## config.mk

```make
export PLATFORM = sky130hd
export DESIGN_NAME = brsort_ctrl
export DESIGN_NICKNAME = d
export VERILOG_FILES = /design/src/brsort_pkg.sv /design/src/brsort_ctrl.sv
export SDC_FILE = /design/constraint.sdc
export NUM_CORES = 1
export LEC_CHECK = 0
export BUFFER_PORTS_ARGS = -buffer_cell sky130_fd_sc_hd__buf_2
export CELL_PAD_IN_SITES_DETAIL_PLACEMENT = 1
export CELL_PAD_IN_SITES_GLOBAL_PLACEMENT = 1
export CORE_MARGIN = 3
export CORE_UTILIZATION = 41
export DETAILED_ROUTE_END_ITERATION = 8
export PLACE_DENSITY = 0.67
export SYNTH_ARGS = -nofsm -noshare
export SYNTH_HDL_FRONTEND = slang
export SYNTH_SLANG_ARGS = --single-unit
```

## constraint.sdc

```tcl
create_clock -name clk -period 19 [get_ports clk]
set_input_delay 3.8 -clock clk [delete_from_list [all_inputs] [get_ports clk]]
set_output_delay 3.8 -clock clk [all_outputs]
set_load 0.01 [all_outputs]
```

## src/brsort_pkg.sv

```systemverilog
// brsort_pkg: sizes, record and request/result types, and control structs
// shared by the binary radix record sorter modules. No dependencies.
`default_nettype none
package brsort_pkg;

	localparam int DEPTH       = 64;
	localparam int KEY_BITS    = 64;
	localparam int IDX_W       = $clog2(DEPTH);
	localparam int CNT_W       = $clog2(DEPTH + 1);
	localparam int BIT_W       = (KEY_BITS > 1) ? $clog2(KEY_BITS) : 1;
	// live ranges on the stack are disjoint and hold two or more records
	localparam int STACK_DEPTH = DEPTH / 2;
	localparam int STK_IW      = (STACK_DEPTH > 1) ? $clog2(STACK_DEPTH) : 1;
	localparam int SP_W        = $clog2(STACK_DEPTH + 1);

	typedef struct packed {
		logic [63:0] key;
		logic [31:0] coord_a;
		logic [31:0] coord_b;
		logic [31:0] coord_c;
		logic [63:0] value_real;
		logic [63:0] value_imag;
		logic        last_in;
	} in_t;

	typedef struct packed {
		logic [63:0] out_key;
		logic [31:0] out_coord_a;
		logic [31:0] out_coord_b;
		logic [31:0] out_coord_c;
		logic [63:0] out_value_real;
		logic [63:0] out_value_imag;
		logic        last_out;
	} out_t;

	typedef struct packed {
		logic [63:0] key;
		logic [31:0] coord_a;
		logic [31:0] coord_b;
		logic [31:0] coord_c;
		logic [63:0] value_real;
		logic [63:0] value_imag;
	} rec_t;

	typedef enum logic [1:0] {
		WSRC_ITEM = 2'd0,
		WSRC_A    = 2'd1,
		WSRC_B    = 2'd2
	} wsrc_t;

	typedef struct packed {
		logic             re;
		logic [IDX_W-1:0] raddr_a;
		logic [IDX_W-1:0] raddr_b;
		logic             we;
		logic [IDX_W-1:0] waddr;
		wsrc_t            wsrc;
	} mem_ctl_t;

	typedef struct packed {
		logic [CNT_W-1:0] lo;
		logic [CNT_W-1:0] hi;
		logic [BIT_W-1:0] bitpos;
	} span_t;

endpackage
`default_nettype wire

```

## src/brsort_ctrl.sv

```systemverilog
// brsort_ctrl: load counter, partition sequencer with shared bit-test and
// pointer compare, range stack memory and output sequencing. Uses brsort_pkg.
`default_nettype none
module brsort_ctrl (
	input  wire logic                 clk,
	input  wire logic                 arst_n,
	input  wire logic                 start,
	input  wire logic                 last_in,
	input  wire logic [63:0]          key_a,
	input  wire logic [63:0]          key_b,
	output brsort_pkg::mem_ctl_t      mem_ctl,
	output logic                      busy,
	output logic                      result_valid,
	output logic                      last_out
);

	localparam int CNT_W = brsort_pkg::CNT_W;
	localparam int IDX_W = brsort_pkg::IDX_W;
	localparam int BIT_W = brsort_pkg::BIT_W;
	localparam int SP_W  = brsort_pkg::SP_W;
	localparam int STK_IW = brsort_pkg::STK_IW;

	typedef enum logic [7:0] {
		ST_IDLE  = 8'b0000_0001,
		ST_READ  = 8'b0000_0010,
		ST_EVAL  = 8'b0000_0100,
		ST_SWAP1 = 8'b0000_1000,
		ST_SWAP2 = 8'b0001_0000,
		ST_NEXT  = 8'b0010_0000,
		ST_LOAD  = 8'b0100_0000,
		ST_EMIT  = 8'b1000_0000
	} state_t;

	state_t state_q, state_d;
	logic [CNT_W-1:0] count_q, count_d;
	logic [CNT_W-1:0] n_q, n_d;
	logic [CNT_W-1:0] lo_q, lo_d;
	logic [CNT_W-1:0] hi_q, hi_d;
	logic [CNT_W-1:0] l_q, l_d;
	logic [CNT_W-1:0] r_q, r_d;
	logic [BIT_W-1:0] bit_q, bit_d;
	logic [SP_W-1:0]  sp_q, sp_d;
	logic [CNT_W-1:0] k_q, k_d;
	logic             emit_s1, emit_d;
	logic             last_s1, last_d;

	brsort_pkg::span_t stack_mem [brsort_pkg::STACK_DEPTH];
	brsort_pkg::span_t stack_rd_q;
	brsort_pkg::span_t push_span;
	logic              push_en;
	logic              pop_en;
	logic [SP_W-1:0]   sp_dec;

	logic             room;
	logic [CNT_W-1:0] count_nx;
	logic             lt;
	logic             ka;
	logic             kb;
	logic [CNT_W-1:0] lf;

	assign room     = count_q < CNT_W'(brsort_pkg::DEPTH);
	assign count_nx = count_q + CNT_W'(room);
	assign lt       = l_q < r_q;
	assign ka       = key_a[bit_q];
	assign kb       = key_b[bit_q];
	// a zero bit at the meeting point belongs to the lower half
	assign lf       = l_q + CNT_W'(!ka);
	assign sp_dec   = sp_q - SP_W'(1);

	always_comb begin
		state_d   = state_q;
		count_d   = count_q;
		n_d       = n_q;
		lo_d      = lo_q;
		hi_d      = hi_q;
		l_d       = l_q;
		r_d       = r_q;
		bit_d     = bit_q;
		sp_d      = sp_q;
		k_d       = k_q;
		emit_d    = 1'b0;
		last_d    = last_s1;
		push_en   = 1'b0;
		push_span = '{lf, hi_q, bit_q - BIT_W'(1)};
		pop_en    = 1'b0;
		mem_ctl         = '0;
		mem_ctl.raddr_a = l_q[IDX_W-1:0];
		mem_ctl.raddr_b = r_q[IDX_W-1:0];
		mem_ctl.waddr   = count_q[IDX_W-1:0];
		mem_ctl.wsrc    = brsort_pkg::WSRC_ITEM;

		case (state_q)
			ST_IDLE: begin
				if (start) begin
					mem_ctl.we = room;
					count_d    = count_nx;
					if (last_in) begin
						n_d     = count_nx;
						count_d = '0;
						sp_d    = '0;
						if (count_nx >= CNT_W'(2)) begin
							lo_d    = '0;
							hi_d    = count_nx;
							bit_d   = BIT_W'(brsort_pkg::KEY_BITS - 1);
							l_d     = '0;
							r_d     = count_nx - CNT_W'(1);
							state_d = ST_READ;
						end else begin
							k_d     = '0;
							state_d = ST_EMIT;
						end
					end
				end
			end
			ST_READ: begin
				mem_ctl.re = 1'b1;
				state_d    = ST_EVAL;
			end
			ST_EVAL: begin
				if (lt) begin
					if (!ka) begin
						l_d     = l_q + CNT_W'(1);
						state_d = ST_READ;
					end else if (kb) begin
						r_d     = r_q - CNT_W'(1);
						state_d = ST_READ;
					end else begin
						state_d = ST_SWAP1;
					end
				end else if (bit_q != '0) begin
					// upper half waits on the stack, lower half goes on at once, each only if it holds two or more records
					push_en = (hi_q - lf) >= CNT_W'(2);
					if (push_en) begin
						sp_d = sp_q + SP_W'(1);
					end
					if ((lf - lo_q) >= CNT_W'(2)) begin
						hi_d    = lf;
						bit_d   = bit_q - BIT_W'(1);
						l_d     = lo_q;
						r_d     = lf - CNT_W'(1);
						state_d = ST_READ;
					end else begin
						state_d = ST_NEXT;
					end
				end else begin
					state_d = ST_NEXT;
				end
			end
			ST_SWAP1: begin
				mem_ctl.we    = 1'b1;
				mem_ctl.waddr = l_q[IDX_W-1:0];
				mem_ctl.wsrc  = brsort_pkg::WSRC_B;
				state_d       = ST_SWAP2;
			end
			ST_SWAP2: begin
				mem_ctl.we    = 1'b1;
				mem_ctl.waddr = r_q[IDX_W-1:0];
				mem_ctl.wsrc  = brsort_pkg::WSRC_A;
				state_d       = ST_READ;
			end
			ST_NEXT: begin
				if (sp_q == '0) begin
					k_d     = '0;
					state_d = ST_EMIT;
				end else begin
					pop_en  = 1'b1;
					sp_d    = sp_dec;
					state_d = ST_LOAD;
				end
			end
			ST_LOAD: begin
				lo_d    = stack_rd_q.lo;
				hi_d    = stack_rd_q.hi;
				bit_d   = stack_rd_q.bitpos;
				l_d     = stack_rd_q.lo;
				r_d     = stack_rd_q.hi - CNT_W'(1);
				state_d = ST_READ;
			end
			ST_EMIT: begin
				if (k_q < n_q) begin
					mem_ctl.re      = 1'b1;
					mem_ctl.raddr_a = k_q[IDX_W-1:0];
					emit_d          = 1'b1;
					last_d          = (k_q + CNT_W'(1)) == n_q;
					k_d             = k_q + CNT_W'(1);
				end else begin
					state_d = ST_IDLE;
				end
			end
			default: begin
				state_d = ST_IDLE;
			end
		endcase
	end

	always_ff @(posedge clk or negedge arst_n) begin
		if (!arst_n) begin
			state_q <= ST_IDLE;
			count_q <= '0;
			n_q     <= '0;
			sp_q    <= '0;
			k_q     <= '0;
			emit_s1 <= 1'b0;
			last_s1 <= 1'b0;
		end else begin
			state_q <= state_d;
			count_q <= count_d;
			n_q     <= n_d;
			sp_q    <= sp_d;
			k_q     <= k_d;
			emit_s1 <= emit_d;
			last_s1 <= last_d;
		end
	end

	always_ff @(posedge clk) begin
		lo_q  <= lo_d;
		hi_q  <= hi_d;
		l_q   <= l_d;
		r_q   <= r_d;
		bit_q <= bit_d;
	end

	always_ff @(posedge clk) begin
		if (push_en) begin
			stack_mem[sp_q[STK_IW-1:0]] <= push_span;
		end
		if (pop_en) begin
			stack_rd_q <= stack_mem[sp_dec[STK_IW-1:0]];
		end
	end

	assign busy         = state_q != ST_IDLE;
	assign result_valid = emit_s1;
	assign last_out     = last_s1;

endmodule
`default_nettype wire

```

After elaboration in Yosys (flattened, before gate mapping)
Memory sizes are Yosys's and may differ from the RTL's. A register that Yosys moved wholly into a read port is not among the register bits.
Cells that the tools add are included.
{ "totals": {"ramBits": 640, "n_memories": 1, "in_bits": 132, "ff_bits": 71} }
{ "classes": {"addsub": 13, "mux": 76, "n_reduce_logical": 19, "n_lt_le_gt_ge": 7, "eq_ne": 27} }
{ "mem_list": {"columns": ["memory", "depth", "width", "rd", "rd_ports_with_merged_regs", "wr", "line", "text"], "rows": [
  ["stack_mem", 32, 20, 1, 1, 1, "brsort_ctrl.sv:47", "brsort_pkg::span_t stack_mem [brsort_pkg::STACK_DEPTH];"]
]} }
{ "ops": {"columns": ["cell", "count"], "rows": [
  ["7-bit two-way mux", 28],
  ["6-bit two-way mux", 15],
  ["7-bit one-hot mux with 3 select lines", 4],
  ["8-bit one-hot mux with 7 select lines", 1],
  ["8-bit two-way mux", 6],
  ["6-bit one-hot mux with 3 select lines", 2],
  ["7-bit by 1-bit subtractor with 7-bit output (second input constant)", 4],
  ["2-bit != test (second input constant)", 12],
  ["7-bit by 2-bit greater-or-equal comparator with 1-bit output (second input constant)", 3],
  ["7-bit AND reduction", 3],
  ["8-bit one-hot mux with 2 select lines", 1],
  ["3-bit != test (second input constant)", 5],
  ["7-bit by 1-bit adder with 7-bit output", 2],
  ["7-bit by 1-bit adder with 7-bit output (second input constant)", 2],
  ["7-bit < comparator", 2],
  ["7-bit one-hot mux with 2 select lines", 1],
  ["7-bit subtractor", 2],
  ["1-bit binary-select mux with 6-bit select", 2],
  ["1-bit two-way mux", 12],
  ["6-bit by 1-bit subtractor with 6-bit output (second input constant)", 2],
  ["3-bit nonzero test", 3],
  ["8-bit by 1-bit equality test with 1-bit output (second input constant)", 1],
  ["8-bit by 2-bit equality test with 1-bit output (second input constant)", 1],
  ["8-bit by 3-bit equality test with 1-bit output (second input constant)", 1],
  ["other kinds (22)", 27]
]} }

Depth between registers and ports, before layout
{ "logic_depth": {"depth_word": 11, "mapped_depth": 19} }

Worst setup path after synthesis
Ideal clock, no wire load.
{ "synth_path": {"kind": "input to register", "start": "in key_a[29]", "end": "mem stack_mem[12][0] (netlist bit), enable pin", "slack_ns": 9.394, "setup_ns": 0.397, "t_arrival_ns": 9.210, "n_path_buf": 0, "stages": 16, "t_required_ns": 18.603, "cell_sequence": "mux4_1 a22oi_1 a21oi_1 or4_4 clkinv_2 ha_1 xor2_1 inv_1 fa_1 a211oi_1 o21bai_1 a21oi_1 mux2i_1 a211oi_1 nand2_1 nor2_1"} }
{ "synth_between": {"elab_chain_len": 11} }
{ "synth_rtl": {"columns": ["element", "line", "text"], "rows": [
  ["start: declaration", "brsort_ctrl.sv:9", "input wire logic [63:0] key_a,"],
  ["1-bit binary-select mux with 6-bit select", "brsort_ctrl.sv:64", "assign ka = key_a[bit_q];"],
  ["1-bit two-way mux (not written as such)", "brsort_ctrl.sv:64", null],
  ["1-bit zero test", null, null],
  ["7-bit by 1-bit adder with 7-bit output", "brsort_ctrl.sv:67", "assign lf = l_q + CNT_W'(!ka);"],
  ["via lf[1]", "brsort_ctrl.sv:59", "logic [CNT_W-1:0] lf;"],
  ["7-bit subtractor", "brsort_ctrl.sv:132", "push_en = (hi_q - lf) >= CNT_W'(2);"],
  ["7-bit by 2-bit greater-or-equal comparator with 1-bit output", "brsort_ctrl.sv:132", null],
  ["1-bit two-way mux", "brsort_ctrl.sv:130", "end else if (bit_q != '0) begin"],
  ["1-bit two-way mux", "brsort_ctrl.sv:120", "if (lt) begin"],
  ["1-bit two-way mux", "brsort_ctrl.sv:92", "case (state_q)"],
  ["1-bit two-way mux", "brsort_ctrl.sv:225", "if (push_en) begin"],
  ["1-bit two-way mux (not written as such)", "brsort_ctrl.sv:226", "stack_mem[sp_q[STK_IW-1:0]] <= push_span;"],
  ["end: declaration", "brsort_ctrl.sv:47", null]
]} }
The timed path passes the listed nets, and every way through them passes these cells. The select of a mux whose other input is x is not followed.

Final worst setup path
{ "layout_path": {"start": "in key_a[9]", "end": "reg bit_q[0], enable pin"} }
{ "layout_between": {"elab_chain_len": 8} }
{ "layout_rtl": {"columns": ["element", "line", "text"], "rows": [
  ["1-bit binary-select mux with 6-bit select", "brsort_ctrl.sv:64", null],
  ["1-bit two-way mux (not written as such)", "brsort_ctrl.sv:64", null],
  ["1-bit zero test", null, null],
  ["7-bit by 1-bit adder with 7-bit output", "brsort_ctrl.sv:67", null],
  ["via lf[3]", "brsort_ctrl.sv:59", null],
  ["7-bit subtractor", "brsort_ctrl.sv:136", "if ((lf - lo_q) >= CNT_W'(2)) begin"],
  ["7-bit by 2-bit greater-or-equal comparator with 1-bit output", "brsort_ctrl.sv:136", null],
  ["2-bit != test (no source line)", null, null],
  ["7-bit AND reduction (no source line)", null, null],
  ["end signal: assignment", "brsort_ctrl.sv:221", "bit_q <= bit_d;"],
  ["end: declaration", "brsort_ctrl.sv:41", "logic [BIT_W-1:0] bit_q, bit_d;"]
]} }
The timed path passes the listed nets, and every way through them passes these cells. The select of a mux whose other input is x is not followed.
A chain may end at the register's enable or synchronous reset.

==> results.md <==
- In this run, synthesis inferred 694 flip-flops with an integrated enable.
- Summed over all layers, the global routing overflow is 0.
- Setup total negative slack on the finished layout was measured at 0 ns.
- The wire length of the first global-routing pass is 123000 um.
- The analysis attributes to cell leakage a power of 0.0117 uW.
- The least setup slack across all paths after layout is 9.71 ns.
- The kind of critical path is in -> reg.
- Yosys mapped the design onto 83 distinct sky130hd cell types.
- STA classifies the critical path endpoint as a register.
- The standard cell with the maximum stage delay on the critical path is nor2_1.
- The H-tree generated during clock tree synthesis spans 3 levels.
- TritonCTS built the clock tree.
- The count of endpoints failing setup in the final report is 0.
- Summing all non-filler instances in the final layout gives an area of 0.0361 mm^2.
- The tool flagged a number of max-cap violations equal to 0.
- The highest-utilization routing layer at the global route stage is met2.
- The count of buffer and inverter cells on the critical path is 3.
- The most used flip-flop cell after synthesis is edfxtp_1.
- The cell family contributing the most delay on the critical path is simple AND/OR/NAND/NOR gates.
- The detail route stage leaves a number of antenna-violating nets equal to 0.
- Setup repair after global routing left no endpoint under its margin.
- Synthesis produced a netlist whose cell count is 1675.
- The final critical-path required period is 9.29 ns.
- Counting the buffers created by CTS gives 78.
- The total DRC errors in the routed layout is 0.
- The core region is 0.0752 mm^2.
- Ranked by total cell area, the synthesized netlist is headed by edfxtp_1 (66%), mux4_2 (15%), dfrtp_1 (2.9%).
- The number of buffers inserted by hold repair at cts is 0.
- In this run the biggest area consumer among cell types represents 66.3% of the synthesized area.
- The final-report max-slew violation count is 0.
- The met1 global-route usage is 28.3%.
- The placement-stage cell area is 0.0337 mm^2.
- The number of buffer cells added on primary ports is 156.
- The number of global-route vias before repair was 18200.
- At the later pin of the worst-skew pair, clock insertion delay measures 0.62 ns.
- The congestion estimate from routability-driven global placement came to 0.885.
- The clock net sink count is 731.
- Global routing used 34.3% of the available met2 tracks.
- Sequential cells were found to cover 69.2% of the synthesized design area.
- The critical-path maximum fanout is 33.
- The buffers inserted during post-CTS setup optimization is 0.
- The total via count in the routed design is 17100.
- Derived from the worst setup path, the maximum achievable clock frequency is 108 MHz.
- After clock tree synthesis, the clock-pin slew on the worst setup and hold paths is 0.06 ns.
- The die outline height is 283 um.
- The buffer depth of the longest clock path is 3.
- In this run, synthesis produced a sequential element count of 731.
- The most used standard cell by instance count after synthesis is edfxtp_1.
- The detailed router finished its first iteration with 1567 violations.
- The setup slack at placement is 9.05 ns.
- The mean instance size in the synthesized netlist is 18.8 um^2.
- The number of nets in the synthesized netlist is 1846.
- The leading area contributor after synthesis is edfxtp_1.
- In this run the worst hold path is classified as reg -> reg.
- The Yosys step of the flow raised 0 warnings.
- The detailed placer's ending HPWL is 50600 um.
- The count of TritonRoute iterations in the first routing pass is 5.
- The worst setup path is launched from an input port.
- The placed cell count is 2814.
- 0 antenna diodes ended up in the layout.
- Entering global routing, the biggest net connects 85 pins.
- The number of standard cells in the layout, taps in and fillers out is 2956.
- Counting flops with an async set or reset pin after synthesis yields a share of 5.06%.
- After floorplanning, the core was divided into 100 placement rows.
- The global router's overall resource usage is 20.8%.
- The run finished with clean final reports.
- The data required time of the worst path is 19.24 ns.
- The critical path goes through buf_2, mux4_1, a22oi_1, a211oi_1, or4_4, clkinv_2, ha_1, and3_1, xnor2_1, inv_1, ha_1, o21ai_0, o21bai_1, a21oi_1, xor3_1, a31oi_1, a21oi_1, nor2_1.
- The die is 283 um wide.
- The synthesized netlist occupies a cell area of 0.0314 mm^2.
- The tree is rooted in a clkbuf_16.
- Dividing the detail-routed wire length by the instance count gives 28.2 um.
- The hold violation count in the final report is 0.
- The share of layout cells above drive strength 1 is 31.8%.
- The relative max-transition margin is 11.8%.
- Fill cells in the final layout number 6987.
- The commonest cells after synthesis are edfxtp_1 (694), mux4_2 (215), nand2_1 (95).
- The portion of the clock cycle consumed by the worst path in the final layout is 48.9%.
- The ratio of total power to cell area is 105 mW/mm^2.
- The mean number of vias per cell is 5.78.
- In this design, the stage delay of the slowest critical-path cell is 0.86 ns.
- The die covers 0.0801 mm^2.
- The arrival time at the worst endpoint is 9.53 ns.
- The initial antenna violation count came to 1.
- The number of nets in the layout is 2046.
- After clock tree synthesis, the repair step resized 0 gates.
- The final clock skew is 0.0225 ns.
- The met3 global-route usage is 3.30%.
- At the pin with the least slew margin, the transition time is 1.32 ns.
- During I/O placement, the number of pins put on the boundary was 157.
- Summed over all layers, the routed wires come to 83400 um.
- Compared with the post-synthesis result, the final layout area differs by 14.8%.
- The maximum resistive drop on vdd is 55.0 uV.
- The effective utilization at floorplan is 41.8%.
## routing by layer
metal  share of wire, %  up-vias
met5                  0        -
met4                3.3        0
met3                5.9      147
met2                 50      562
met1                 41     9127
li1                   -     7245
## registers in the layout, indices dropped and copies added (netlist names), 7 cells and up
register    count
r_q             7
l_q             7
hi_q            7
stack_mem     640
n_q             7
lo_q            7
k_q             7
count_q         7
stack_rd_q     20
state_q         8
## cell usage in the layout (no fill, tap or decap), drive strengths merged, types with 5 or more instances in the layout
master,n
edfxtp,694
mux2,26
and3,5
xor2,16
nand4,6
nand2,95
a31oi,8
buf,211
dfrtp,36
and2,13
mux4,230
nor2b,8
mux2i,10
a22oi,21
nand2b,9
o22ai,5
nor3,15
inv,50
o211ai,8
nand3,20
nor3b,9
a211oi,15
clkbuf,98
nor2,78
clkinv,36
o21ai,45
xnor2,23
a21oi,30
ha,37
## final timing paths
check	from	to	slack, ns	depth (start not counted)
worst max-delay path	key_a[9]	bit_q[0]	9.71	18
worst min-delay path	sp_q[5]	sp_q[5]	0.52	1
worst max register to register	bit_q[0]	bit_q[0]	12.00	18
worst min register to register	sp_q[5]	sp_q[5]	0.52	1
max in group asynchronous	arst_n	sp_q[0]	15.02	1
min in group asynchronous	arst_n	last_out	3.32	1
## per-stage QoR
stage	hold slack, ns	utilization, %	total power [uW]
2_1_floorplan	0.471	-	2210
3_3_place_gp	0.488	44.8	2360
3_5_place_dp	0.496	44.8	2380
4_1_cts	0.518	48.0	3820
5_1_grt	0.544	48.0	3930
6_report	0.518	48.0	3780
## layout make-up
cell class,count,area [um^2],share of cell area (%)
clock buffer,98,2060,5.70
tap,1020,1280,3.54
inverter,47,178,0.492
timing repair buffer,211,1230,3.40
clock inverter,43,312,0.863
sequential,731,21800,60.3
multi-input combinational,806,9270,25.7
## where the power goes
| part | total (uW) | internal [uW] | switching [uW] |
|---|---|---|---|
| Clock | 1430 | 821 | 612 |
| Combinational | 466 | 187 | 279 |
| Sequential | 1880 | 1830 | 49.7 |
| Total | 3780 | 2840 | 940 |
## cell families (layout without fill, tap and decap cells)
| kind of cell | Yosys count | in the layout | share of synthesized area, % |
|---|---|---|---|
| adder cells (fa/ha/maj) | 39 | 39 | 1.60 |
| XOR/XNOR | 41 | 41 | 1.23 |
| flip-flops | 731 | 731 | 69.2 |
| multiplexers | 266 | 266 | 17.9 |
| buffers and inverters | 138 | 399 | 1.86 |
| AO/OA/AOI/OAI | 179 | 179 | 3.84 |
| AND/OR/NAND/NOR | 281 | 281 | 4.34 |
No activity file was read; power rests on OpenSTA's default activity.
